<file path="config.mk">
export PLATFORM = sky130hd
export DESIGN_NAME = sbl_queue
export DESIGN_NICKNAME = d
export VERILOG_FILES = /design/src/sv/sbl_pkg.sv /design/src/sv/sbl_queue.sv
export VERILOG_INCLUDE_DIRS = /design/src /design/src/sv
export SDC_FILE = /design/constraint.sdc
export NUM_CORES = 1
export LEC_CHECK = 0
export BUFFER_PORTS_ARGS = -buffer_cell sky130_fd_sc_hd__buf_2
export CELL_PAD_IN_SITES_DETAIL_PLACEMENT = 0
export CELL_PAD_IN_SITES_GLOBAL_PLACEMENT = 1
export CORE_MARGIN = 1
export CORE_UTILIZATION = 50
export DETAILED_ROUTE_END_ITERATION = 10
export PLACE_DENSITY = 0.88
export SLEW_MARGIN = 20
export SYNTH_ARGS = -nofsm -noshare
export SYNTH_HDL_FRONTEND = slang
export SYNTH_SLANG_ARGS = --single-unit
</file>
<file path="constraint.sdc">
create_clock -name clock -period 4.3 [get_ports clock]
set_input_delay 0.86 -clock clock [delete_from_list [all_inputs] [get_ports clock]]
set_output_delay 0.86 -clock clock [all_outputs]
set_load 0.05 [all_outputs]
</file>
<file path="src/sv/assert_macros.svh">
// assertion macros shared by the sobel edge threshold rtl
`ifndef ASSERT_MACROS_SVH
`define ASSERT_MACROS_SVH

// condition holds at every clock edge out of reset
`define ASSERT_ALWAYS(label, cond, msg) \
   label: assert property (@(posedge clock) disable iff (reset) (cond)) \
      else $error(msg);

// antecedent implies consequent in the same cycle
`define ASSERT_SAME(label, ante, cons, msg) \
   label: assert property (@(posedge clock) disable iff (reset) (ante) |-> (cons)) \
      else $error(msg);

// antecedent implies consequent in the next cycle
`define ASSERT_NEXT(label, ante, cons, msg) \
   label: assert property (@(posedge clock) disable iff (reset) (ante) |=> (cons)) \
      else $error(msg);

`endif

</file>
<file path="src/sv/sbl_pkg.sv">
// shared types and constants of the sobel edge threshold block
package sbl_pkg;

   // line buffer geometry
   localparam int LINE_MAX = 2048;
   localparam int COL_W    = $clog2(LINE_MAX);
   localparam int WIDTH_W  = 12;
   localparam int THR_W    = 11;
   localparam int CSR_W    = 12;
   localparam int POS_W    = 23;
   localparam logic [POS_W-1:0] POS_MAX = {POS_W{1'b1}};
   localparam logic [WIDTH_W-1:0] WIDTH_MIN = WIDTH_W'(3);
   localparam logic [WIDTH_W-1:0] WIDTH_MAX = WIDTH_W'(LINE_MAX);

   // gradient and magnitude widths
   localparam int GRAD_W = 10;
   localparam int SQ_W   = 2 * GRAD_W;
   localparam int T2_W   = 2 * THR_W;

   // window queue between front and back
   localparam int Q_DEPTH = 4;
   localparam int Q_PTR_W = $clog2(Q_DEPTH);
   localparam int Q_CNT_W = $clog2(Q_DEPTH + 1);

   typedef logic [7:0] pixel_type;

   // result codes
   localparam pixel_type EDGE_ON  = 8'd255;
   localparam pixel_type EDGE_OFF = 8'd0;

   // 3x3 window, index row*3+col, top row and left column first
   typedef logic [8:0][7:0] win_type;

   // register indexes of the control port
   typedef enum logic [0:0] {
      CSR_THRESHOLD  = 1'b0,
      CSR_LINE_WIDTH = 1'b1
   } csr_index_type;

   // front to queue
   typedef struct packed {
      logic    valid;
      win_type win;
   } win_push_type;

   // queue to back
   typedef struct packed {
      logic    valid;
      win_type win;
   } win_entry_type;

endpackage

</file>
<file path="src/sv/sbl_queue.sv">
// short window queue between front and back
`include "assert_macros.svh"

module sbl_queue (
   input  logic                   clock,
   input  logic                   reset,
   input  sbl_pkg::win_push_type  push,
   output logic                   push_ready,
   output sbl_pkg::win_entry_type entry,
   input  logic                   pop
);
   import sbl_pkg::*;

   win_type              slot_ff [Q_DEPTH];
   logic [Q_PTR_W-1:0]   wr_ptr_ff, wr_ptr_in;
   logic [Q_PTR_W-1:0]   rd_ptr_ff, rd_ptr_in;
   logic [Q_CNT_W-1:0]   count_ff, count_in;
   logic                 do_push, do_pop;

   assign push_ready = (count_ff != Q_CNT_W'(Q_DEPTH));
   assign do_push    = push.valid && push_ready;
   assign do_pop     = pop && (count_ff != '0);

   // pointer and fill count
   always_comb begin
      wr_ptr_in = do_push ? wr_ptr_ff + Q_PTR_W'(1) : wr_ptr_ff;
      rd_ptr_in = do_pop ? rd_ptr_ff + Q_PTR_W'(1) : rd_ptr_ff;
      count_in  = count_ff;
      if (do_push && !do_pop) begin
         count_in = count_ff + Q_CNT_W'(1);
      end else if (do_pop && !do_push) begin
         count_in = count_ff - Q_CNT_W'(1);
      end
   end

   always_ff @(posedge clock) begin
      if (reset) begin
         wr_ptr_ff <= '0;
         rd_ptr_ff <= '0;
         count_ff  <= '0;
      end else begin
         wr_ptr_ff <= wr_ptr_in;
         rd_ptr_ff <= rd_ptr_in;
         count_ff  <= count_in;
      end
   end

   // window storage
   always_ff @(posedge clock) begin
      if (do_push) begin
         slot_ff[wr_ptr_ff] <= push.win;
      end
   end

   assign entry.valid = (count_ff != '0);
   assign entry.win   = slot_ff[rd_ptr_ff];

   `ASSERT_ALWAYS(a_count_bound, count_ff <= Q_CNT_W'(Q_DEPTH),
      "queue fill count beyond depth")
   `ASSERT_NEXT(a_count_track, do_push && !do_pop, count_ff == $past(count_ff) + Q_CNT_W'(1),
      "queue count missed a push")

endmodule

</file>
After elaboration in Yosys (flattened, before gate mapping)
Memories as Yosys holds them, arrays and structs flattened. A register that Yosys moved wholly into a read port is not among the register bits.
Cells that the tools add are included.
- equal/unequal tests: 1
- muxes and demuxes: 6
- reduce and logical (&&, ||, !) cells: 8
- add/sub/neg operators: 4
- operator list (kind ; count):
    $mux W3 ; 2
    $add A2 B1 Y2 const B ; 2
    $logic_and A1 B1 Y1 ; 4
    $mux W2 ; 2
    $add A3 B1 Y3 const B ; 1
    $ne A3 B3 Y1 const B ; 1
    $reduce_bool A3 Y1 ; 1
    $sub A3 B1 Y3 const B ; 1
    $logic_not A1 Y1 ; 2
    $mux W1 ; 2
    $reduce_bool A2 Y1 ; 1
- RAM bits: 288
- register bits after elaboration: 7
- memories kept: 1
- word-level logic and storage cells: 23
- input bits: 76
- output and inout port bits: 74
- memory list (name ; depth ; bits a word ; rd ports ; clocked after Yosys merged registers in ; write ports ; line ; text):
    slot_ff ; 4 ; 72 ; 1 ; 1 ; 1 ; sbl_queue.sv:14 ; win_type slot_ff [Q_DEPTH];

Depth between registers and ports, before layout
Gate-level depths: netlist (run 1).
- word-level depth: 6
- mapped depth: 8
- depth with buffers taken out: 8

Worst setup path before layout (run 1)
No wires, ideal clock.
- path kind: input to register
- start: input port push[72] in the netlist's numbering
- end: memory slot_ff[0][0] in the netlist's numbering, enable pin
- library setup time: 0.438 ns
- arrival: 2.852 ns
- setup slack: 1.010 ns
- buffers on the path: 0
- required time: 3.862 ns
- stages on the path: 2
- path through: a21boi_2 and2_1
- cells in the longest elaborated chain, start to end: 3
- RTL lines (item ; line ; text):
    start: declaration ; sbl_queue.sv:7 ; input sbl_pkg::win_push_type push,
    $logic_and A1 B1 Y1 ; sbl_queue.sv:21 ; assign do_push = push.valid && push_ready;
    $mux W1 ; sbl_queue.sv:50 ; if (do_push) begin
    $mux W1 (not written as such) ; sbl_queue.sv:51 ; slot_ff[wr_ptr_ff] <= push.win;
    end: declaration ; sbl_queue.sv:14 ;
No other way between the ends.

==> metrics.yaml, run 1 <==
cts_resized: 0
insertion_delay_ns: 0.53
antenna_found_initial: 1
synth_top_family_by_area: "multiplexers"
dieArea_sq_um: 22500
vdd.ir_drop.worst_uv: 450
cts_root_buffer: "clkbuf_16"
max_stage_delay_ns: 0.83
cp.required_ns: 3.44
reg2reg_depth: 8
via_count: 4875
yosysUniqueCellTypes: 24
place_area_sq_um: 11900
drive_gt1_frac: 0.440
worstPathArrival_ns: 2.57
dpl.cell_count: 833
path_clk_slew_ns: 0.06
cts_tree: "yes"
drc_errors: 0
chipWidth_um: 150
whs_path_depth: 2
area_growth_pct: 17.3
status: "finished, final reports clean"
wl_per_cell_um: 20.9
routed_wl_mm: 18.6
finalHoldViolCount: 0
syn_avg_cell_area_sq_um: 25.8
fp.dieH_um: 150
final_area_sq_um: 12800
nets: 675
grt_remaining_overflow: 0
cts_hold_buf: 0
syn-num-nets: 506
finalSetupViolCount: 0
grt_max_degree: 73
crit_end: "entry[51]"
fin_util: 0.604
drtIter0Drc: 291
cp-start-kind: "flip-flop"
cts_sinks: 297
leakage_nw: 4.29
finalMaxSlewViolations: 0
grt_pass1_vias: 5229
htreeDepth: 1
rows: 53
end_kind: "output port"
netlist_instances: 424
reg2reg_to: "count_ff[2]$_SDFFE_PP0P_"
ant_nets: 0
critPathMaxFanout: 34
cts_setup_buffers: 0
cts_max_path_buffers: 3
place_congestion: 0.696
period_share: 0.797
tns_ns: 0
final_common_cell: "edfxtp_1"
ios: 150
ys_seq_area_frac: 0.808
synthTopCellsByArea: "edfxtp_1 (79%), mux4_2 (14%), dfxtp_1 (1.6%), buf_12 (1.3%), ha_1 (0.57%)"
rsz0062_at_grt: "no"
ys_warn_count: 0
synth_compound_area_frac: 0.00343
critPathSlowestCell: "dfxtp_4"
worstSetupPathType: "flip-flop to output port"
worstMarginPinSlew_ns: 1.05
synth_xor_area_frac: 0.00320
viasPerCell: 5.48
worstReg2RegStart: "count_ff[0]$_SDFFE_PP0P_"
synthMuxAreaShare: 0.152
fmax_ghz: 0.292
ys_ff_latch: 297
grt_pass1_wl_mm: 28.2
synthesis.area_sq_um: 10900
maxSlewHeadroom: 0.298
cp_cell_sequence: "buf_4 > mux4_2 > buf_2"
finalCriticalPeriod_ns: 3.43
nFillCells: 1479
core_sq_um: 21200
final_cell_mix: "edfxtp_1 (288), buf_2 (149), mux4_2 (70)"
initial_core_util: 0.515
drt_pass1_iterations: 4
synth_top_area_frac: 0.791
r2r_slack_ns: 1.89
grtUsageTotal: 0.168
max_cap_viol_count: 0
synth_adder_area_share: 0.00755
hpwl_mm: 10.5
powerDensity_nw_per_um2: 671
portBuffers: 149
cts_buffers: 29
synth-simple-area-share: 0.00767
clock_skew_ns: 0.0186
hold_path_class: "flip-flop to flip-flop"
synth_top_area_cell: "edfxtp_1"
final_cell_count_no_fill: 889
==> cells by family after synthesis <==
logic type      after synthesis
compound gates                5
xor+xnor                      4
fa+ha+maj                     6
buf+inv                      20
flops                       297
mux                          75
simple gates                 17
==> synth_stat cells <==
| cell type | n |
|---|---|
| nor2_1 | 8 |
| xor2_1 | 4 |
| a21boi_2 | 1 |
| mux2i_1 | 2 |
| buf_12 | 7 |
| o21ai_0 | 1 |
| o311ai_0 | 1 |
| and2_1 | 4 |
| inv_1 | 3 |
| mux4_1 | 2 |
| mux2_2 | 1 |
| buf_6 | 1 |
| nand2_1 | 1 |
| mux4_2 | 70 |
| nand2b_1 | 2 |
| o31ai_1 | 1 |
| or3_1 | 2 |
| buf_2 | 7 |
| clkbuf_1 | 2 |
| edfxtp_1 | 288 |
| ha_1 | 5 |
| a21oi_1 | 1 |
| fa_1 | 1 |
| dfxtp_1 | 9 |
==> stage by stage <==
stage	power [mW]	hold slack, ns	worst slack [ns]
3_5_place_dp	6.43	0.514	1.35
6_report	8.61	0.539	0.872
4_1_cts	8.69	0.518	0.776
2_1_floorplan	5.95	0.482	1.01
5_1_grt	8.95	0.527	0.679
3_3_place_gp	6.37	0.489	1.37
==> flip-flops by register name (all words and copies together), names as in the netlist, named ones only <==
register,flops
rd_ptr_ff,2
slot_ff,288
count_ff,3
wr_ptr_ff,2
==> critical path: cells and delay by family, from the launching register on <==
| family | cells | cell delay [ns] |
|---|---|---|
| buf+inv | 2 | 0.65 |
| flops | 1 | 0.83 |
| mux | 1 | 0.55 |
==> layout make-up <==
type / instances / area [sq um] / area share
Sequential cell: 297 / 8840 / 0.689
Timing Repair Buffer: 155 / 868 / 0.0677
Clock buffer: 42 / 805 / 0.0627
Clock inverter: 9 / 46.3 / 0.00361
Inverter: 3 / 11.3 / 0.000878
Multi-Input combinational cell: 107 / 1910 / 0.149
Antenna cell: 1 / 2.50 / 0.000195
Tap cell: 275 / 344 / 0.0268
==> layer usage <==
layer,GRT usage,up-vias,wire length [um]
met5,0,-,11
met4,0.0409,2,359
met3,0.0354,30,1000
met2,0.290,150,9370
met1,0.218,2542,7870
li1,-,2151,-
==> where the power goes <==
group / switching, mW / total, mW / internal, mW
logic: 1.77 / 2.62 / 0.849
clock network: 0.963 / 2.25 / 1.29
registers: 0.217 / 3.73 / 3.52
total: 2.95 / 8.61 / 5.65
==> worst min-delay path by stage <==
stage	start	to	slack (ns)
global placement	wr_ptr_ff[1]$_SDFFE_PP0P_	wr_ptr_ff[1]$_SDFFE_PP0P_	0.49
detailed placement	rd_ptr_ff[0]$_SDFFE_PP0P_	flip-flop	0.51
CTS	push[71]	slot_ff[3][71]$_DFFE_PP_	0.52
floorplan	wr_ptr_ff[1]$_SDFFE_PP0P_	wr_ptr_ff[1]$_SDFFE_PP0P_	0.48
global route	push[44]	slot_ff[1][44]$_DFFE_PP_	0.53
finish	rd_ptr_ff[0]$_SDFFE_PP0P_	flip-flop	0.54
Note: power is estimated with default switching activity, not from simulation.
==> inputs of run 2 (changes only) <==
Settings changed: CORE_UTILIZATION 50 to 45, PLACE_DENSITY 0.88 to 0.84.
Clock period 4.3 ns to 2.8 ns, I/O delays scaled along.
==> metrics.yaml, run 2 (same netlist as run 1, synthesis figures left out) <==
finalCriticalPeriod_ns: 2.68
critPathMaxFanout: 44  # +29%
cts_sinks: 297  # unchanged
cp.required_ns: 2.24  # -1.20 ns
cts_buffers: 29  # unchanged
fin_util: 0.555  # -0.0491
end_kind: "output port"
max_stage_delay_ns: 0.63  # -0.20 ns
cp_cell_sequence: "buf_16 > mux4_1 > buf_2"
area_growth_pct: 20.2
fp.dieH_um: 158  # +5.3%
via_count: 4937  # +1.3%
maxSlewHeadroom: 0.641  # +0.343
r2r_slack_ns: 0.44  # -1.45 ns
register_area_sq_um: 8840  # unchanged
largest_registers: "slot_ff x288, count_ff x3"
grt_pass1_wl_mm: 29.4  # +4.1%
clock_skew_ns: 0.0295  # +0.0109 ns
dieArea_sq_um: 24900  # +11%
vdd.ir_drop.worst_uv: 557  # +24%
cp-start-kind: "flip-flop"
grtUsageTotal: 0.159  # -0.00937
rsz0062_at_grt: "no"
ant_nets: 0  # unchanged
htreeDepth: 1  # unchanged
grt_pass1_vias: 5175  # -1.0%
antenna_found_initial: 2  # +1
drt_pass1_iterations: 4  # unchanged
viasPerCell: 5.25  # -4.3%
initial_core_util: 0.462  # -0.0536
core_sq_um: 23700  # +12%
worstSetupPathType: "flip-flop to output port"
worstPathArrival_ns: 2.12  # -0.45 ns
reg2reg_to: "count_ff[2]$_SDFFE_PP0P_"
tns_ns: 0  # unchanged
wl_per_cell_um: 20.7  # -1.0%
drtIter0Drc: 312  # +7.2%
rows: 56  # +5.7%
drive_gt1_frac: 0.455  # +0.0145
drc_errors: 0  # unchanged
insertion_delay_ns: 0.54  # about the same
crit_end: "entry[68]"
cts_tree: "yes"
worstMarginPinSlew_ns: 0.538  # -0.514 ns
worstReg2RegStart: "count_ff[0]$_SDFFE_PP0P_"
multiInputGateArea_sq_um: 1910  # unchanged
status: "finished, final reports clean"
place_congestion: 0.719  # +3.2%
finalSetupViolCount: 0  # unchanged
max_cap_viol_count: 0  # unchanged
critPathSlowestCell: "mux4_1"
antennaDiodeCount: 0  # -1
routed_wl_mm: 19.5  # +4.8%
portBuffers: 149  # unchanged
grt_remaining_overflow: 0  # unchanged
dpl.cell_count: 887  # +6.5%
ios: 150  # unchanged
powerDensity_nw_per_um2: 1060  # +57%
cts_max_path_buffers: 3  # unchanged
grt_max_degree: 45  # -38%
final_cell_mix: "edfxtp_1 (288), buf_2 (149), mux4_2 (70)"
cts_root_buffer: "clkbuf_16"
top_register: "slot_ff"
period_share: 0.957
dp_slack_ns: 0.346  # -1.01 ns
path_clk_slew_ns: 0.06  # about the same
finalMaxSlewViolations: 0  # unchanged
chipWidth_um: 158  # +5.3%
leakage_nw: 4.41  # +2.8%
cts_setup_buffers: 0  # unchanged
fin_ws_ns: 0.122  # -0.750 ns
hold_path_class: "primary input to flip-flop"
reg2reg_depth: 8  # unchanged
final_common_cell: "edfxtp_1"
nFillCells: 1800  # +22%
largest_reg_flops: 288  # unchanged
fmax_ghz: 0.373
finalHoldViolCount: 0  # unchanged
final_cell_count_no_fill: 941  # +5.8%
hpwl_mm: 11.6  # +11%
nets: 681  # +0.89%
-- run 2: cell count changes in the layout (fill, tap and decap cells not counted), sizes merged --
cell	delta
buf	+6
clkbuf	-8
clkinv	+4
clkinvlp	+1
bufinv	+6
diode	-1
-- run 2: critical path: cells and delay by family, from the launching register on --
family | cells | cell delay, ns
muxes | 1 | 0.63
buffers and inverters | 2 | 0.54
DFF | 1 | 0.38
-- run 2: layer usage --
metal  wire [um]  GRT usage  vias up
li1            -          -     2166
met1        7670      0.196     2567
met2       10100      0.277      160
met3        1310     0.0411       40
met4         426     0.0407        4
met5          31          0        -
-- run 2: worst min path at each step --
stage	startpoint	endpoint	slack [ns]	depth (start not counted)
floorplan	wr_ptr_ff[1]$_SDFFE_PP0P_	wr_ptr_ff[1]$_SDFFE_PP0P_	0.48	2
finish	push[66]	slot_ff[2][66]$_DFFE_PP_	0.23	1
detailed placement	rd_ptr_ff[0]$_SDFFE_PP0P_	rd_ptr_ff[0]$_SDFFE_PP0P_	0.51	2
global route	push[53]	slot_ff[2][53]$_DFFE_PP_	0.21	1
CTS	push[7]	slot_ff[2][7]$_DFFE_PP_	0.20	1
global placement	wr_ptr_ff[1]$_SDFFE_PP0P_	wr_ptr_ff[1]$_SDFFE_PP0P_	0.49	2
-- run 2: cell type report --
| type | instances | area share |
|---|---|---|
| multi-input combinational | 107 | 0.145 |
| timing repair buffer | 161 | 0.0756 |
| tap | 319 | 0.0304 |
| inverter | 3 | 0.000857 |
| sequential | 297 | 0.672 |
| clock buffer | 34 | 0.0566 |
| clock inverter | 20 | 0.0192 |
-- run 2: timing repair --
item,in CTS,in global routing
resized for setup,0,1
hold buffers,0,0
endpoints found under the setup margin,0,1
-- run 2: through the flow --
| stage | total power [mW] | hold slack, ns | area, sq um |
|---|---|---|---|
| final | 13.9 | 0.227 | 13100 |
| after global routing | 14.4 | 0.210 | 13100 |
| after CTS | 14.0 | 0.201 | 13100 |
| after detailed placement | 10.0 | 0.513 | 12100 |
| after global placement | 9.92 | 0.491 | 12100 |
| after floorplan | 9.12 | 0.482 | 10900 |
-- run 2: power by group --
group | internal, mW | switching [mW] | total (mW) | leakage [nW]
clock | 2.45 | 1.57 | 4.02 | 0.484
sequential | 5.40 | 0.170 | 5.57 | 2.71
combinational | 1.37 | 2.92 | 4.28 | 1.22
==> inputs of run 3 (changes only) <==
Settings changed: BUFFER_PORTS_ARGS -buffer_cell sky130_fd_sc_hd__buf_2 to unset, CORE_UTILIZATION 45 to 50, DONT_BUFFER_PORTS set to 1.
==> metrics.yaml, run 3 (same netlist as run 1, synthesis figures left out) <==
cp_cell_sequence: "buf_6 > mux4_2"
top_register: "slot_ff"
cp_top_family: "multiplexers"
tns_ns: 0  # unchanged
finalHoldViolCount: 0  # unchanged
total_power_mw: 12.8  # -7.6%
finalSetupViolCount: 0  # unchanged
cts_setup_buffers: 0  # unchanged
cts_buffers: 30  # +3.4%
fin_ws_ns: 0.155  # +0.0337 ns
chipWidth_um: 150  # -5.1%
cp.required_ns: 2.24  # about the same
final_cell_mix: "edfxtp_1 (288), mux4_2 (70), clkbuf_16 (31)"
cts_sinks: 297  # unchanged
grt_pass1_wl_mm: 27.4  # -6.8%
clock_skew_ns: 0.0106  # -0.0189 ns
wl_per_cell_um: 24.4  # +18%
largest_registers: "slot_ff x288, count_ff x3"
ios: 150  # unchanged
path_clk_slew_ns: 0.06  # about the same
cts_hold_buf: 0  # unchanged
rows: 53  # -5.4%
cp_num_buf_inv: 1  # -1
routed_wl_mm: 18.3  # -6.0%
worstMarginPinSlew_ns: 0.558  # +0.0201 ns
hpwl_mm: 11.4  # -1.8%
viasPerCell: 5.70  # +8.7%
rsz0062_at_grt: "no"
worstPathArrival_ns: 2.08  # -0.04 ns
max_cap_viol_count: 0  # unchanged
portBuffers: 0  # -100%
dp_slack_ns: 0.524  # +0.178 ns
leakage_nw: 3.77  # -15%
fin_util: 0.574  # +0.0191
powerDensity_nw_per_um2: 1050  # -0.28%
grt_remaining_overflow: 0  # unchanged
maxSlewHeadroom: 0.629  # -0.0118
critPathSlowestCell: "mux4_2"
drc_errors: 0  # unchanged
finalMaxSlewViolations: 0  # unchanged
worstReg2RegStart: "count_ff[0]$_SDFFE_PP0P_"
finalCriticalPeriod_ns: 2.64  # -0.0337 ns
worstSetupPathType: "flip-flop to output port"
initial_core_util: 0.515  # +0.0536
cp-start-kind: "flip-flop"
htreeDepth: 1  # unchanged
dieArea_sq_um: 22500  # -9.9%
nets: 539  # -21%
final_common_cell: "edfxtp_1"
drive_gt1_frac: 0.275  # -0.180
grtUsageTotal: 0.166  # +0.00761
ant_nets: 0  # unchanged
fp.dieH_um: 150  # -5.1%
core_sq_um: 21200  # -10%
fmax_ghz: 0.378  # +1.3%
largest_reg_flops: 288  # unchanged
place_congestion: 0.689  # -4.1%
end_kind: "output port"
antennaDiodeCount: 0  # unchanged
reg2reg_to: "count_ff[2]$_SDFFE_PP0P_"
max_stage_delay_ns: 0.72  # +0.09 ns
drtIter0Drc: 186  # -40%
hold_ws_ns: 0.0853  # -0.142 ns
status: "finished, final reports clean"
critPathMaxFanout: 21  # -52%
insertion_delay_ns: 0.53  # about the same
hold_path_class: "primary input to flip-flop"
period_share: 0.945  # -0.0120
cts_root_buffer: "clkbuf_16"
grt_pass1_vias: 4793  # -7.4%
antenna_found_initial: 0  # -2
drt_pass1_iterations: 4  # unchanged
cts_max_path_buffers: 3  # unchanged
via_count: 4290  # -13%
grt_max_degree: 43  # -4.4%
reg2reg_depth: 8  # unchanged
hp-start: "reset"
cts_tree: "yes"
crit_end: "entry[12]"
area_growth_pct: 11.4
vdd.ir_drop.worst_uv: 519  # -6.8%
cp.depth: 2  # -1
r2r_slack_ns: 0.53  # +0.09 ns
[run 3: worst min-delay path by stage]
stage / endpoint / cells past startpoint
after floorplan: wr_ptr_ff[1]$_SDFFE_PP0P_ / 2
after global placement: wr_ptr_ff[1]$_SDFFE_PP0P_ / 2
after detailed placement: flip-flop / 2
after CTS: flip-flop / 1
after global routing: count_ff[2]$_SDFFE_PP0P_ / 1
final: flip-flop / 1
[run 3: layer usage]
layer	track usage	wire length (um)
met5	0	0
met4	0.0394	204
met3	0.0631	1720
met2	0.280	9180
met1	0.203	7220
[run 3: timing repair]
action / 4_1_cts / 5_1_grt
resized for setup: 1 / 1
setup endpoints to repair: 21 / 12
endpoints found under the hold margin: 0 / 0
[run 3: metrics by stage]
step                      instance area (sq um)  instances
after floorplan                           10900        424
after global placement                    11300        700
after detailed placement                  11300        700
after CTS                                 12200        752
after global routing                      12200        752
final                                     12200        752
[run 3: report_power, final]
| group | internal (mW) | switching, mW | leakage (nW) |
|---|---|---|---|
| combinational | 1.01 | 2.73 | 0.642 |
| clock | 2.01 | 1.48 | 0.416 |
| sequential | 5.40 | 0.190 | 2.71 |
| total | 8.42 | 4.40 | 3.77 |
[run 3: final cells by class]
class	instances	area (sq um)
sequential	297	8840
clock buffer	42	817
timing repair buffer	18	218
fill	1495	9040
clock inverter	10	48.8
inverter	3	11.3
multi-input combinational	107	1910
tap	275	344
