<file path="src/sv/assert_macros.svh">
// assertion macros shared by the sobel edge threshold rtl
`ifndef ASSERT_MACROS_SVH
`define ASSERT_MACROS_SVH

// condition holds at every clock edge out of reset
`define ASSERT_ALWAYS(label, cond, msg) \
   label: assert property (@(posedge clock) disable iff (reset) (cond)) \
      else $error(msg);

// antecedent implies consequent in the same cycle
`define ASSERT_SAME(label, ante, cons, msg) \
   label: assert property (@(posedge clock) disable iff (reset) (ante) |-> (cons)) \
      else $error(msg);

// antecedent implies consequent in the next cycle
`define ASSERT_NEXT(label, ante, cons, msg) \
   label: assert property (@(posedge clock) disable iff (reset) (ante) |=> (cons)) \
      else $error(msg);

`endif

</file>
<file path="src/sv/sbl_pkg.sv">
// shared types and constants of the sobel edge threshold block
package sbl_pkg;

   // line buffer geometry
   localparam int LINE_MAX = 2048;
   localparam int COL_W    = $clog2(LINE_MAX);
   localparam int WIDTH_W  = 12;
   localparam int THR_W    = 11;
   localparam int CSR_W    = 12;
   localparam int POS_W    = 23;
   localparam logic [POS_W-1:0] POS_MAX = {POS_W{1'b1}};
   localparam logic [WIDTH_W-1:0] WIDTH_MIN = WIDTH_W'(3);
   localparam logic [WIDTH_W-1:0] WIDTH_MAX = WIDTH_W'(LINE_MAX);

   // gradient and magnitude widths
   localparam int GRAD_W = 10;
   localparam int SQ_W   = 2 * GRAD_W;
   localparam int T2_W   = 2 * THR_W;

   // window queue between front and back
   localparam int Q_DEPTH = 4;
   localparam int Q_PTR_W = $clog2(Q_DEPTH);
   localparam int Q_CNT_W = $clog2(Q_DEPTH + 1);

   typedef logic [7:0] pixel_type;

   // result codes
   localparam pixel_type EDGE_ON  = 8'd255;
   localparam pixel_type EDGE_OFF = 8'd0;

   // 3x3 window, index row*3+col, top row and left column first
   typedef logic [8:0][7:0] win_type;

   // register indexes of the control port
   typedef enum logic [0:0] {
      CSR_THRESHOLD  = 1'b0,
      CSR_LINE_WIDTH = 1'b1
   } csr_index_type;

   // front to queue
   typedef struct packed {
      logic    valid;
      win_type win;
   } win_push_type;

   // queue to back
   typedef struct packed {
      logic    valid;
      win_type win;
   } win_entry_type;

endpackage

</file>
<file path="src/sv/sbl_back.sv">
// back: sobel gradients, squared magnitude and threshold compare
`include "assert_macros.svh"

module sbl_back (
   input  logic                          clock,
   input  logic                          reset,
   input  sbl_pkg::win_entry_type        entry,
   output logic                          pop,
   input  logic [sbl_pkg::THR_W-1:0]     threshold,
   output logic                          rsp_valid,
   input  logic                          rsp_ready,
   output sbl_pkg::pixel_type            rsp_edge_value
);
   import sbl_pkg::*;

   // weighted 1-2-1 sum of three pixels
   function automatic logic [GRAD_W-1:0] tap_sum(pixel_type a, pixel_type b, pixel_type c);
      return {2'b00, a} + {1'b0, b, 1'b0} + {2'b00, c};
   endfunction

   function automatic logic [GRAD_W-1:0] abs_diff(logic [GRAD_W-1:0] a,
                                                  logic [GRAD_W-1:0] b);
      return (a >= b) ? a - b : b - a;
   endfunction

   logic               out_take, m_take, g_take;
   logic               g_valid_ff, m_valid_ff, rsp_valid_ff;
   logic [GRAD_W-1:0]  gx_ff, gy_ff, gx_in, gy_in;
   logic [SQ_W-1:0]    gx2_ff, gy2_ff;
   logic [T2_W-1:0]    t2_ff;
   logic [SQ_W:0]      mag2;
   pixel_type          edge_ff, edge_in;

   // stall chain from the result side back to the queue
   assign out_take = !rsp_valid_ff || rsp_ready;
   assign m_take   = !m_valid_ff || out_take;
   assign g_take   = !g_valid_ff || m_take;
   assign pop      = g_take;

   // horizontal kernel 1 0 -1 / 2 0 -2 / 1 0 -1, vertical 1 2 1 / 0 0 0 / -1 -2 -1
   always_comb begin
      gx_in = abs_diff(tap_sum(entry.win[0], entry.win[3], entry.win[6]),
                       tap_sum(entry.win[2], entry.win[5], entry.win[8]));
      gy_in = abs_diff(tap_sum(entry.win[0], entry.win[1], entry.win[2]),
                       tap_sum(entry.win[6], entry.win[7], entry.win[8]));
   end

   // squared magnitude against squared threshold
   assign mag2    = {1'b0, gx2_ff} + {1'b0, gy2_ff};
   assign edge_in = ({{(T2_W - SQ_W - 1){1'b0}}, mag2} > t2_ff) ? EDGE_ON : EDGE_OFF;

   // stage valids
   always_ff @(posedge clock) begin
      if (reset) begin
         g_valid_ff   <= 1'b0;
         m_valid_ff   <= 1'b0;
         rsp_valid_ff <= 1'b0;
      end else begin
         if (g_take) begin
            g_valid_ff <= entry.valid;
         end
         if (m_take) begin
            m_valid_ff <= g_valid_ff;
         end
         if (out_take) begin
            rsp_valid_ff <= m_valid_ff;
         end
      end
   end

   // stage payloads
   always_ff @(posedge clock) begin
      t2_ff <= T2_W'(threshold) * T2_W'(threshold);
      if (g_take) begin
         gx_ff <= gx_in;
         gy_ff <= gy_in;
      end
      if (m_take) begin
         gx2_ff <= SQ_W'(gx_ff) * SQ_W'(gx_ff);
         gy2_ff <= SQ_W'(gy_ff) * SQ_W'(gy_ff);
      end
      if (out_take) begin
         edge_ff <= edge_in;
      end
   end

   assign rsp_valid      = rsp_valid_ff;
   assign rsp_edge_value = edge_ff;

   `ASSERT_SAME(a_edge_code, rsp_valid_ff, edge_ff == EDGE_ON || edge_ff == EDGE_OFF,
      "result is neither edge nor background")

endmodule
</file>
<file path="config.mk">
export PLATFORM = sky130hd
export DESIGN_NAME = sbl_back
export DESIGN_NICKNAME = d
export VERILOG_FILES = /design/src/sv/sbl_pkg.sv /design/src/sv/sbl_back.sv
export VERILOG_INCLUDE_DIRS = /design/src /design/src/sv
export SDC_FILE = /design/constraint.sdc
export NUM_CORES = 1
export LEC_CHECK = 0
export BUFFER_PORTS_ARGS = -buffer_cell sky130_fd_sc_hd__buf_2
export CAP_MARGIN = 5
export CORE_ASPECT_RATIO = 0.9
export CORE_MARGIN = 1
export CORE_UTILIZATION = 64
export DETAILED_ROUTE_END_ITERATION = 8
export GPL_ROUTABILITY_DRIVEN = 1
export PLACE_DENSITY = 0.83
export SETUP_SLACK_MARGIN = 0.5
export SYNTH_ARGS = -nofsm -noshare
export SYNTH_HDL_FRONTEND = slang
export SYNTH_SLANG_ARGS = --single-unit
</file>
<file path="constraint.sdc">
create_clock -name clock -period 6.56 [get_ports clock]
set_input_delay 0.656 -clock clock [delete_from_list [all_inputs] [get_ports clock]]
set_output_delay 0.656 -clock clock [all_outputs]
set_load 0.01 [all_outputs]
</file>
# Yosys cells after proc, flatten, opt, wreduce, memory -nomap -nowiden
# Index checks and enable logic that the tools add are counted.
# totals
regBits	93
latch_bits	0
ramBits	0
romBits	0
in_bits	87
n_memories	0
# classes
add_sub_neg	13
multipliers	3
div_mod_pow	0
magnitude_cmp	3
n_eq_ne	0
shifts	0
muxes	3
n_bitwise	0
reduce_logical	6
# op_table
cell	count
adder 10 x 8 -> 10 bit	4
adder 8 x 9 -> 10 bit	4
multiplier 10 x 10 -> 20 bit	2
subtractor 10 bit	4
> comparator 21 x 22 -> 1 bit	1
multiplier 11 x 11 -> 22 bit	1
adder 20 x 20 -> 21 bit	1
greater-or-equal comparator 10 bit	2
two-way mux 10 bit	2
two-way mux 8 bit	1
zero test 1 bit	3
logical OR 1 bit	3

# Depth between registers and ports, before layout
# Gate-level depths: netlist (run 1).
# logic_depth
ltp_word	4
depth_mapped	21

# Least setup slack after synthesis (run 1)
# Ideal clock, no wire load.
# synth_timing
path_type	input to register
startpoint	input threshold[10] (netlist name)
endpoint	register t2_ff[21]
setup_ns	0.123
arrival_time_ns	5.195
required_ns	6.437
setup_slack_ns	1.241
path_stages	19
path_buffers	1
cell_sequence	clkbuf_1 > and2_1 > inv_1 > fa_1 > fa_1 > inv_1 > fa_1 > fa_1 > inv_1 > fa_1 > inv_1 > ha_1 > a21oi_1 > o211a_1 > a211oi_1 > o21ai_1 > o21ai_1 > a21oi_1 > xor2_1
# synth_between
elab_chain_len	1
# synth_lines
element	line_no	source
start: declaration	sbl_back.sv:9	input logic [sbl_pkg::THR_W-1:0] threshold,
multiplier 11 x 11 -> 22 bit	sbl_back.sv:73	t2_ff <= T2_W'(threshold) * T2_W'(threshold);
end signal: assignment	sbl_back.sv:73	
end: declaration	sbl_back.sv:30	logic [T2_W-1:0] t2_ff;
# Every way passes these cells.
# A chain may end at the register's enable or synchronous reset.

# Worst setup path in the final report (run 1)
# layout_timing
startpoint	input threshold[0] (netlist name)
endpoint	register t2_ff[21]
# Same word-level chain as after synthesis.

==> results of run 1 <==
## layout by cell type (no fill, tap or decap), types with 6 or more instances in the layout
master     Yosys  routed
a211oi_1      13      13
a21o_1        40      40
a21oi_1       83      83
a31oi_1        8       8
and2_1        79      79
and3_1         6       6
buf_2          2      88
clkbuf_16      0       9
dfxtp_1       24      24
edfxtp_1      59      59
fa_1         192     192
ha_1         262     262
inv_1        318     318
mux2i_1       11      11
nand2_1      108     108
nand2b_1       9       9
nand3_1       10      10
nand4_1        8       8
nor2_1        67      67
nor2b_1       31      31
nor3_1        24      24
o211ai_1       6       6
o21a_1        21      21
o21ai_0       27      27
o21ai_1       19      19
o21bai_1      13      13
o31ai_1        6       6
xnor2_1       82      82
xor2_1        37      37
## sequential cells by signal, summed over array words and instances, names as in the netlist
signal,flops
g_valid_ff,1
gx2_ff,19
gx_ff,10
gy2_ff,19
gy_ff,10
m_valid_ff,1
rsp_edge_value,1
rsp_valid,1
t2_ff,21
## critical path: stages
cell      delay, ps
buf_2           240
and2_1          230
inv_1            80
fa_1            500
fa_1            540
inv_1            50
fa_1            500
fa_1            540
inv_1            50
fa_1            520
inv_1            40
ha_1            350
a21oi_1         150
o211a_1         150
a211oi_1        510
o21ai_1         260
o21ai_1         180
a21oi_1          90
xor2_1          140
## cells by family (layout without fill, tap and decap cells)
kind of cell / Yosys count / in the layout / share of synthesized area, %
flip-flops: 83 / 83 / 14.46
multiplexers: 14 / 14 / 0.9242
adder cells (fa/ha/maj): 454 / 454 / 45.74
buffers and inverters: 360 / 423 / 8.888
AO/OA/AOI/OAI: 272 / 272 / 11.85
AND/OR/NAND/NOR: 358 / 358 / 11.44
XOR/XNOR: 119 / 119 / 6.694
## path summary, 6_finish.rpt
path | cells past startpoint | slack, ps | to
setup / recovery | 19 | 1010 | t2_ff[21]
setup reg to reg | 15 | 1170 | gx2_ff[18]
hold reg to reg | 2 | 490 | rsp_valid
hold / removal | 2 | 490 | g_valid_ff
## synth_stat cells, types with 27 or more instances
cell / number
edfxtp_1: 59
o21ai_0: 27
and2_1: 79
nor2b_1: 31
fa_1: 192
xor2_1: 37
xnor2_1: 82
clkbuf_1: 32
nor2_1: 67
inv_1: 318
nand2_1: 108
a21o_1: 40
a21oi_1: 83
ha_1: 262
## area by class of cell
cell class,count,share of cell area (%)
Inverter,318,7.228
Multi-Input combinational cell,1217,72.26
Timing Repair Buffer,89,2.712
Clock inverter,7,0.5076
Clock buffer,9,1.364
Sequential cell,83,13.64
Tap cell,302,2.288
## routing by layer
metal / share of wire [%] / GRT usage (%) / wire length, um
met1: 46 / 34.71 / 13970
met2: 49 / 44.10 / 14930
met3: 4.1 / 3.544 / 1239
met4: 1.0 / 5.139 / 312
met5: 0 / 0 / 0
## stage by stage
stage	setup slack, ps	util [%]	cells
after floorplan	1241	-	1660
after global placement	875.7	68.65	2009
after detailed placement	666.5	68.65	2009
after CTS	1019	69.95	2025
after global routing	795.2	69.95	2025
final	1015	69.95	2025
==> results.md, run 1 <==
- Final WL: 30,450 um
- Area of the multi-input gates: 11,930 um^2
- Clock Latency Late Sink: roughly 350 ps
- Yosys top cell area share: approximately 25%
- CTS tree: yes
- Initial DRC Count: 707
- Synthesized cell area: roughly 16,000 um^2
- Initial antenna violation count: 0
- DR vias/cell: 5.607
- Initial Utilization: 65.95%
- Clk slew on worst S/H paths: 70 ps
- Post-Route Hold Slack: 489.6 ps
- # fillers: between 1,500 and 2,000
- Syn_area_per_cell: 9.379 um^2
- Seq/Total Area, Yosys: 14.46%
- Antenna cell count: 0
- Port bufs: 88
- Hold_sp: reset
- Number of synthesized register bits: between 80 and 90
- Critical path launch point type: input pin
- Cell area after layout: 16,510 um^2
- Largest net degree at the start of global routing: 39
- Crit path launch: threshold[0]
- Total CTS buffers: 9
- FP Rows: 53
- Synth Instances: 1,660
- Post_cts resized: 0
- Worst Hold Class: in -> reg
- CTS Hold Buffers Added: 0
- Register area: 2252 um^2
- Die Width: around 170 um
- Drt first pass iters: 7
- ANT nets after route: 0
- Placer congestion estimate: around 0.86
- Crit path DAT: about 5800 ps
- Setup Fix Bufs, Post-CTS: 0
- Total core area: between 20,000 and 25,000 um^2
- Post-synth EDFFs: around 60
- Final HPWL DP: 25,980 um
- H-Tree Depth: 3
- Die area: 24,960 um^2
- Root Driver: clkbuf_16
- Top cells by area, synth: fa_1, ha_1, edfxtp_1
- Status: finished with violations
- Clk buf depth: 2
- Async set-or-reset flop fraction in the synthesized netlist: 0%
- CP required: 6790 ps
- Max Transition Viols Final: 0
- Crit-path max FO: 13
- # IOs: 97
- Crit path capture type: register
- Failing checks: DRC
- Syn Nets: roughly 2,200
- Share of layout cells above drive strength 1: 7.313%
- Worst r2r src: gx_ff[2]
- Max Cap Viol: 0
- Fin. Hold Viols: 0
- Dpl cell area: about 16,000 um^2
- Vias in the first global route: 11,650
- Biggest area consumer among synthesized cells: fa_1
- Crit Path Category: in -> reg
- Final setup violating endpoints: 0
- Warnings, synthesis: 0
- Final layout net count: 2,259
- GRT Resource Usage Total: 25.62%
- Tcrit/Tclk final: between 80% and 90%
- Die Y: 150.0 um
- Setup Skew: 9.056 ps
- Area Growth Syn to Fin: 6.067%
- TritonCTS Sinks: 83
- Worst-Margin Slew: 946.4 ps
- Drc violations: 2
- Final setup TNS: 0 ps
- Routed vias: 11,360
- Rel. slew slack: 36.76%
- Total grt overflow: 0
- Final min period: 5545 ps
- Synth unique cells: 64
- Peak Freq: 0.1803 GHz
- First-pass GRT wire length: between 50,000 and 60,000 um
- Prevailing post-synth register cell: edfxtp_1
- WL per Instance: 15.04 um
- RSZ-0062 raised after global routing: false
Power of run 1 is left out: the tool's default activity adds up to more than one toggle a clock period on the data nets, which glitch-free logic cannot reach.
==> run 2: changes to the inputs <==
--- a/config.mk
+++ b/config.mk
@@ -10,10 +10,10 @@
 export CAP_MARGIN = 5
 export CORE_ASPECT_RATIO = 0.9
 export CORE_MARGIN = 1
-export CORE_UTILIZATION = 64
+export CORE_UTILIZATION = 58
 export DETAILED_ROUTE_END_ITERATION = 8
 export GPL_ROUTABILITY_DRIVEN = 1
-export PLACE_DENSITY = 0.83
+export PLACE_DENSITY = 0.8
 export SETUP_SLACK_MARGIN = 0.5
 export SYNTH_ARGS = -nofsm -noshare
 export SYNTH_HDL_FRONTEND = slang
==> constraint.sdc (replaced) <==
create_clock -name clock -period 4.83 [get_ports clock]
set_input_delay 0.483 -clock clock [delete_from_list [all_inputs] [get_ports clock]]
set_output_delay 0.483 -clock clock [all_outputs]
set_load 0.01 [all_outputs]
==> run 2 against run 1 <==
  * The flow finishes with violations (setup timing)
  * Global-route usage fell by 0.99 points
  * Sequential cell count did not move
  * Register-to-register slack got worse by 1400 ps
  * Wire length rose by 16%
  * Hold slack got worse by 180 ps
  * Sequential share of layout area fell by 1.7 points
  * Via count rose by 7.2%
  * Critical path depth fell by 3
  * Non-clock buffer count rose by 141
  * Cell area rose by 14%
==> results.md, run 2 (synthesis gave the netlist of run 1 again) <==
- Placer congestion estimate: 0.8901
- Max Cap Viol: 0
- WL per Instance: 15.98 um
- Commonest non-fill, non-tap cell in the layout: inv_1
- First-pass GRT wire length: about 56,000 um
- Clk slew on worst S/H paths: roughly 70 ps
- Initial antenna violation count: 0
- Failing checks: setup timing
- Peak Freq: 0.1980 GHz
- Worst-Margin Slew: 534.6 ps
- TritonCTS Sinks: 83
- Clk buf depth: 2
- Clock Latency Late Sink: around 370 ps
- Most frequent cells in the layout: inv_1, ha_1, fa_1
- Max reg flops: 21
- Initial Utilization: 59.42%
- Fin. Hold Viols: 0
- Root Driver: clkbuf_16
- Drc violations: 0
- CP max stage delay: 540 ps
- Max Transition Viols Final: 0
- Hold Path Cell Cnt: 2
- Biggest regs: t2_ff (21), gx2_ff (19), gy2_ff (19)
- RSZ-0062 raised after global routing: true
- CP Depth: 16
- Share of layout cells above drive strength 1: 23.28%
- Post-Route Hold Slack: between 300 and 400 ps
- H-Tree Depth: 3
- Port bufs: 88
- GRT Resource Usage Total: 24.62%
- CP dominant cell by count: fa_1
- CP required: 4930 ps
- Largest Register: t2_ff
- Die Width: 174.7 um
- Critical path launch point type: register
- Initial DRC Count: 679
- CTS tree: yes
- Final layout net count: 2,400
- Total CTS buffers: 9
- # IOs: 97
- Die Y: 157.4 um
- Total core area: 26,210 um^2
- Cell family with most CP delay: adder cells
- Final Core Density: 71.99%
- Setup Skew: ~17 ps
- Final HPWL DP: 26,720 um
- CTS Hold Buffers Added: 0
- DR vias/cell: 5.504
- WP buf/inv: 2
- Crit path DAT: 5150 ps
- Die area: ~28,000 um^2
- Final setup violating endpoints: 10
- Antenna cell count: 0
- Dpl cell area: about 17,000 um^2
- FP Rows: 56
- Cell area after layout: 18,870 um^2
- Crit-path max FO: 5
- Crit Path Category: reg -> reg
- Tcrit/Tclk final: 104.5%
- CP cell instances: buf_4 -> nand2_1 -> fa_2 -> fa_1 -> inv_1 -> fa_1 -> fa_1 -> ha_1 -> ha_4 -> o21ai_1 -> nor2_2 -> o31ai_4 -> a31oi_4 -> o21bai_1 -> mux2i_1 -> o311ai_1
- Worst Hold Class: in -> reg
- Setup WS post-layout: -219.6 ps
- Pre-CTS setup slack: -164.7 ps
- Rel. slew slack: a little under two thirds
- Slowest CP cell: fa_1
- Routed vias: 12,170
- Reg2reg path depth: 16
- ANT nets after route: 0
- Crit path capture type: register
- Area Growth Syn to Fin: 21.17%
- Total grt overflow: 0
- Drt first pass iters: 7
- Largest net degree at the start of global routing: 39
- Vias in the first global route: around 12,000
- Status: finished with violations
- Final WL: 35,350 um
- Final min period: 5050 ps
run 2: cell count changes in the layout (fill, tap and decap cells not counted), moves of 11 or more:
cell     before  now
nor2_1       67   55
inv_2         0   23
ha_1        262  238
and2_1       79   65
inv_1       318  294
a21oi_1      83   64
nand2_1     108   85
buf_6         0   37
buf_2        88   77
and2_4        0   14
a21oi_2       3   16
nand2_2       0   14
ha_4          0   22
buf_4         1  112
run 2: what timing repair did:
action	CTS	global route
pin swaps	47	59
resized for setup	95	110
setup buffers	19	30
endpoints found under the setup margin	41	47
run 2: worst register-to-register path: cells and delay by family, from the launching register on:
family | cells | cell delay [ps]
and+or+nand+nor | 2 | 220
buffers and inverters | 2 | 270
AOI/OAI and AO/OA | 5 | 1070
DFF | 1 | 490
adders and majority gates | 6 | 2510
muxes | 1 | 230
run 2: worst paths after layout:
| path | start | endpoint | slack, ps |
|---|---|---|---|
| setup / recovery | gy_ff[7] | gy2_ff[18] | -220 |
| hold / removal | reset | rsp_valid | 310 |
| setup reg to reg | gy_ff[7] | gy2_ff[18] | -220 |
| hold reg to reg | m_valid_ff | rsp_valid | 480 |
run 2: area by class of cell:
| type | instances | area, um^2 |
|---|---|---|
| fillers | 1736 | 7340 |
| multi-input cells | 1217 | 12970 |
| repair buffers | 230 | 1713 |
| well taps | 348 | 435.4 |
| flip-flops and latches | 83 | 2252 |
| inverters | 318 | 1196 |
| clock buffers | 9 | 225.2 |
| clock inverters | 7 | 73.82 |
run 2: layer usage:
layer	global-route usage (%)	routed length, um	vias up
li1	-	-	5815
met1	32.61	15290	6018
met2	43.29	18050	285
met3	3.454	1429	56
met4	4.389	575	0
met5	0	0	-
run 2: per-stage QoR:
stage / cells / setup TNS, ps
2_1_floorplan: 1660 / 0
3_5_place_dp: 2147 / -934.3
4_1_cts: 2182 / -192.9
6_report: 2212 / -970.3
5_1_grt: 2212 / -3096
3_3_place_gp: 2147 / -146.2
Power of run 2 is left out for the same reason.
==> run 3: changes to the inputs <==
--- a/config.mk
+++ b/config.mk
@@ -10,10 +10,9 @@
 export CAP_MARGIN = 5
 export CORE_ASPECT_RATIO = 0.9
 export CORE_MARGIN = 1
-export CORE_UTILIZATION = 58
+export CORE_UTILIZATION = 30
 export DETAILED_ROUTE_END_ITERATION = 8
 export GPL_ROUTABILITY_DRIVEN = 1
-export PLACE_DENSITY = 0.8
 export SETUP_SLACK_MARGIN = 0.5
 export SYNTH_ARGS = -nofsm -noshare
 export SYNTH_HDL_FRONTEND = slang
==> run 3 against run 2 <==
  * The run still ends with setup timing left
  * Hold slack worse by 6.5 ps
  * Register-to-register slack gained 80 ps
  * Sequential share of layout area down 0.33 points
  * Largest cell class unchanged
==> results.md, run 3 (synthesis gave the netlist of run 1 again) <==
- Status: finished with violations
- Failing checks: setup timing
- ANT nets after route: 0
- Crit Path Category: reg -> reg
- Final Core Density: 38.15%
- Clk slew on worst S/H paths: 60 ps
- Crit path capture type: register
- Die area: 52,820 um^2
- Crit-path max FO: 6
- Max reg flops: 21
- Clock Latency Late Sink: between 300 and 400 ps
- Dpl cell area: 17,830 um^2
- # fillers: 5,042
- First-pass GRT wire length: 56,910 um
- Antenna cell count: 0
- Initial Utilization: 30.62%
- Max Transition Viols Final: 0
- RSZ-0062 raised after global routing: true
- Total grt overflow: 0
- H-Tree Depth: 3
- Slowest CP cell: fa_1
- Worst r2r src: gx_ff[3]
- Setup WS post-layout: -138.5 ps
- WP buf/inv: 3
- Die Width: ~240 um
- Drt first pass iters: 5
- Placer congestion estimate: 0.9248
- Drc violations: 0
- Cell family with most CP delay: adder cells
- Final setup TNS: -469.0 ps
- CP max stage delay: between 500 and 600 ps
- Crit path launch: gx_ff[3]
- Critical path launch point type: register
- CP cell instances: buf_6 -> fa_1 -> fa_1 -> ha_1 -> fa_1 -> inv_2 -> fa_1 -> inv_2 -> ha_4 -> nand4_1 -> o2111ai_4 -> a2111oi_4 -> o31ai_4 -> a221oi_2 -> o21bai_1 -> xnor2_1
- Pre-CTS setup slack: -155.1 ps
- FP Rows: between 70 and 80
- Crit path DAT: just over 5000 ps
- Peak Freq: 0.2013 GHz
- R2r endpoint: gx2_ff[19]
- CP required: 4940 ps
- Tcrit/Tclk final: 102.9%
- Final layout net count: 2,417
- Final min period: approximately 5000 ps
- Max Cap Viol: 0
- Routed vias: around 12,000
- Total CTS buffers: 9
- Reg2reg path depth: 16
- Fin. Hold Viols: 0
- GRT Resource Usage Total: 12.93%
- R2R Setup Slk: -140 ps
- Final setup violating endpoints: 8
- Biggest regs: t2_ff (21), gx2_ff (19), gy2_ff (19)
- Rel. slew slack: 33.06%
- # IOs: 97
- Final HPWL DP: 27,960 um
- Worst-Margin Slew: 1002 ps
- Cell area after layout: slightly below 20,000 um^2
- Area of the multi-input gates: roughly 13,000 um^2
- Crit path capture: gx2_ff[19]
- Largest Register: t2_ff
- Vias in the first global route: 12,380
- Root Driver: clkbuf_16
- Final WL: 32,970 um
- Largest net degree at the start of global routing: 39
- DR vias/cell: about 4.6
- CTS tree: yes
- TritonCTS Sinks: between 80 and 90
- CP Depth: 16
- Share of layout cells above drive strength 1: between 20% and 30%
- Area Growth Syn to Fin: 24.60%
- Hold Path Cell Cnt: 2
- Port bufs: between 80 and 90
- Worst Hold Class: in -> reg
- Register area: 2252 um^2
- Most frequent cells in the layout: inv_1, ha_1, fa_1
- Die Y: 218.1 um
- Commonest non-fill, non-tap cell in the layout: inv_1
- Setup Skew: 8.857 ps
- CP dominant cell by count: fa_1
- Initial DRC Count: 420
- Initial antenna violation count: 0
- Total core area: 50,850 um^2
- Clk buf depth: 2
- WL per Instance: ~13 um
==> run 3: layout make-up <==
class | count | area share, %
clock inverter | 6 | 0.2580
clock buffer | 10 | 1.290
sequential | 83 | 11.61
multi-input combinational | 1217 | 66.75
tap | 680 | 4.386
timing repair buffer | 247 | 9.545
inverter | 318 | 6.166
==> run 3: stage by stage <==
stage,hold WS (ps),instances
CTS,284.5,2546
global placement,454.5,2496
detailed placement,473.2,2496
floorplan,431.7,1660
global route,306.7,2561
finish,306.2,2561
==> run 3: worst register-to-register path, cell delays in order (launching register included) <==
cell and delay, ps:
edfxtp_1 530, buf_6 180, fa_1 550, fa_1 420
ha_1 300, fa_1 500, inv_2 40, fa_1 520
inv_2 50, ha_4 230, nand4_1 140, o2111ai_4 150
a2111oi_4 440, o31ai_4 140, a221oi_2 270, o21bai_1 120
xnor2_1 120
==> run 3: worst min-delay path by stage <==
stage,from,endpoint,slack [ps]
detailed placement,m_valid_ff,rsp_valid,470
global placement,m_valid_ff,rsp_valid,450
CTS,reset,g_valid_ff,280
finish,reset,g_valid_ff,310
global route,reset,rsp_valid,310
floorplan,m_valid_ff,rsp_valid,430
==> run 3: repair_timing <==
item,4_1_cts,5_1_grt
resized for setup,106,90
pin swaps,55,63
buffers inserted,34,15
hold buffers,0,0
setup endpoints to repair,39,51
==> run 3: metal layers <==
metal	share of wire, %	global-route usage (%)
met2	49	23.25
met4	1.9	3.502
met3	2.7	1.560
met5	0	0
met1	46	16.29
Power of run 3 is left out for the same reason.
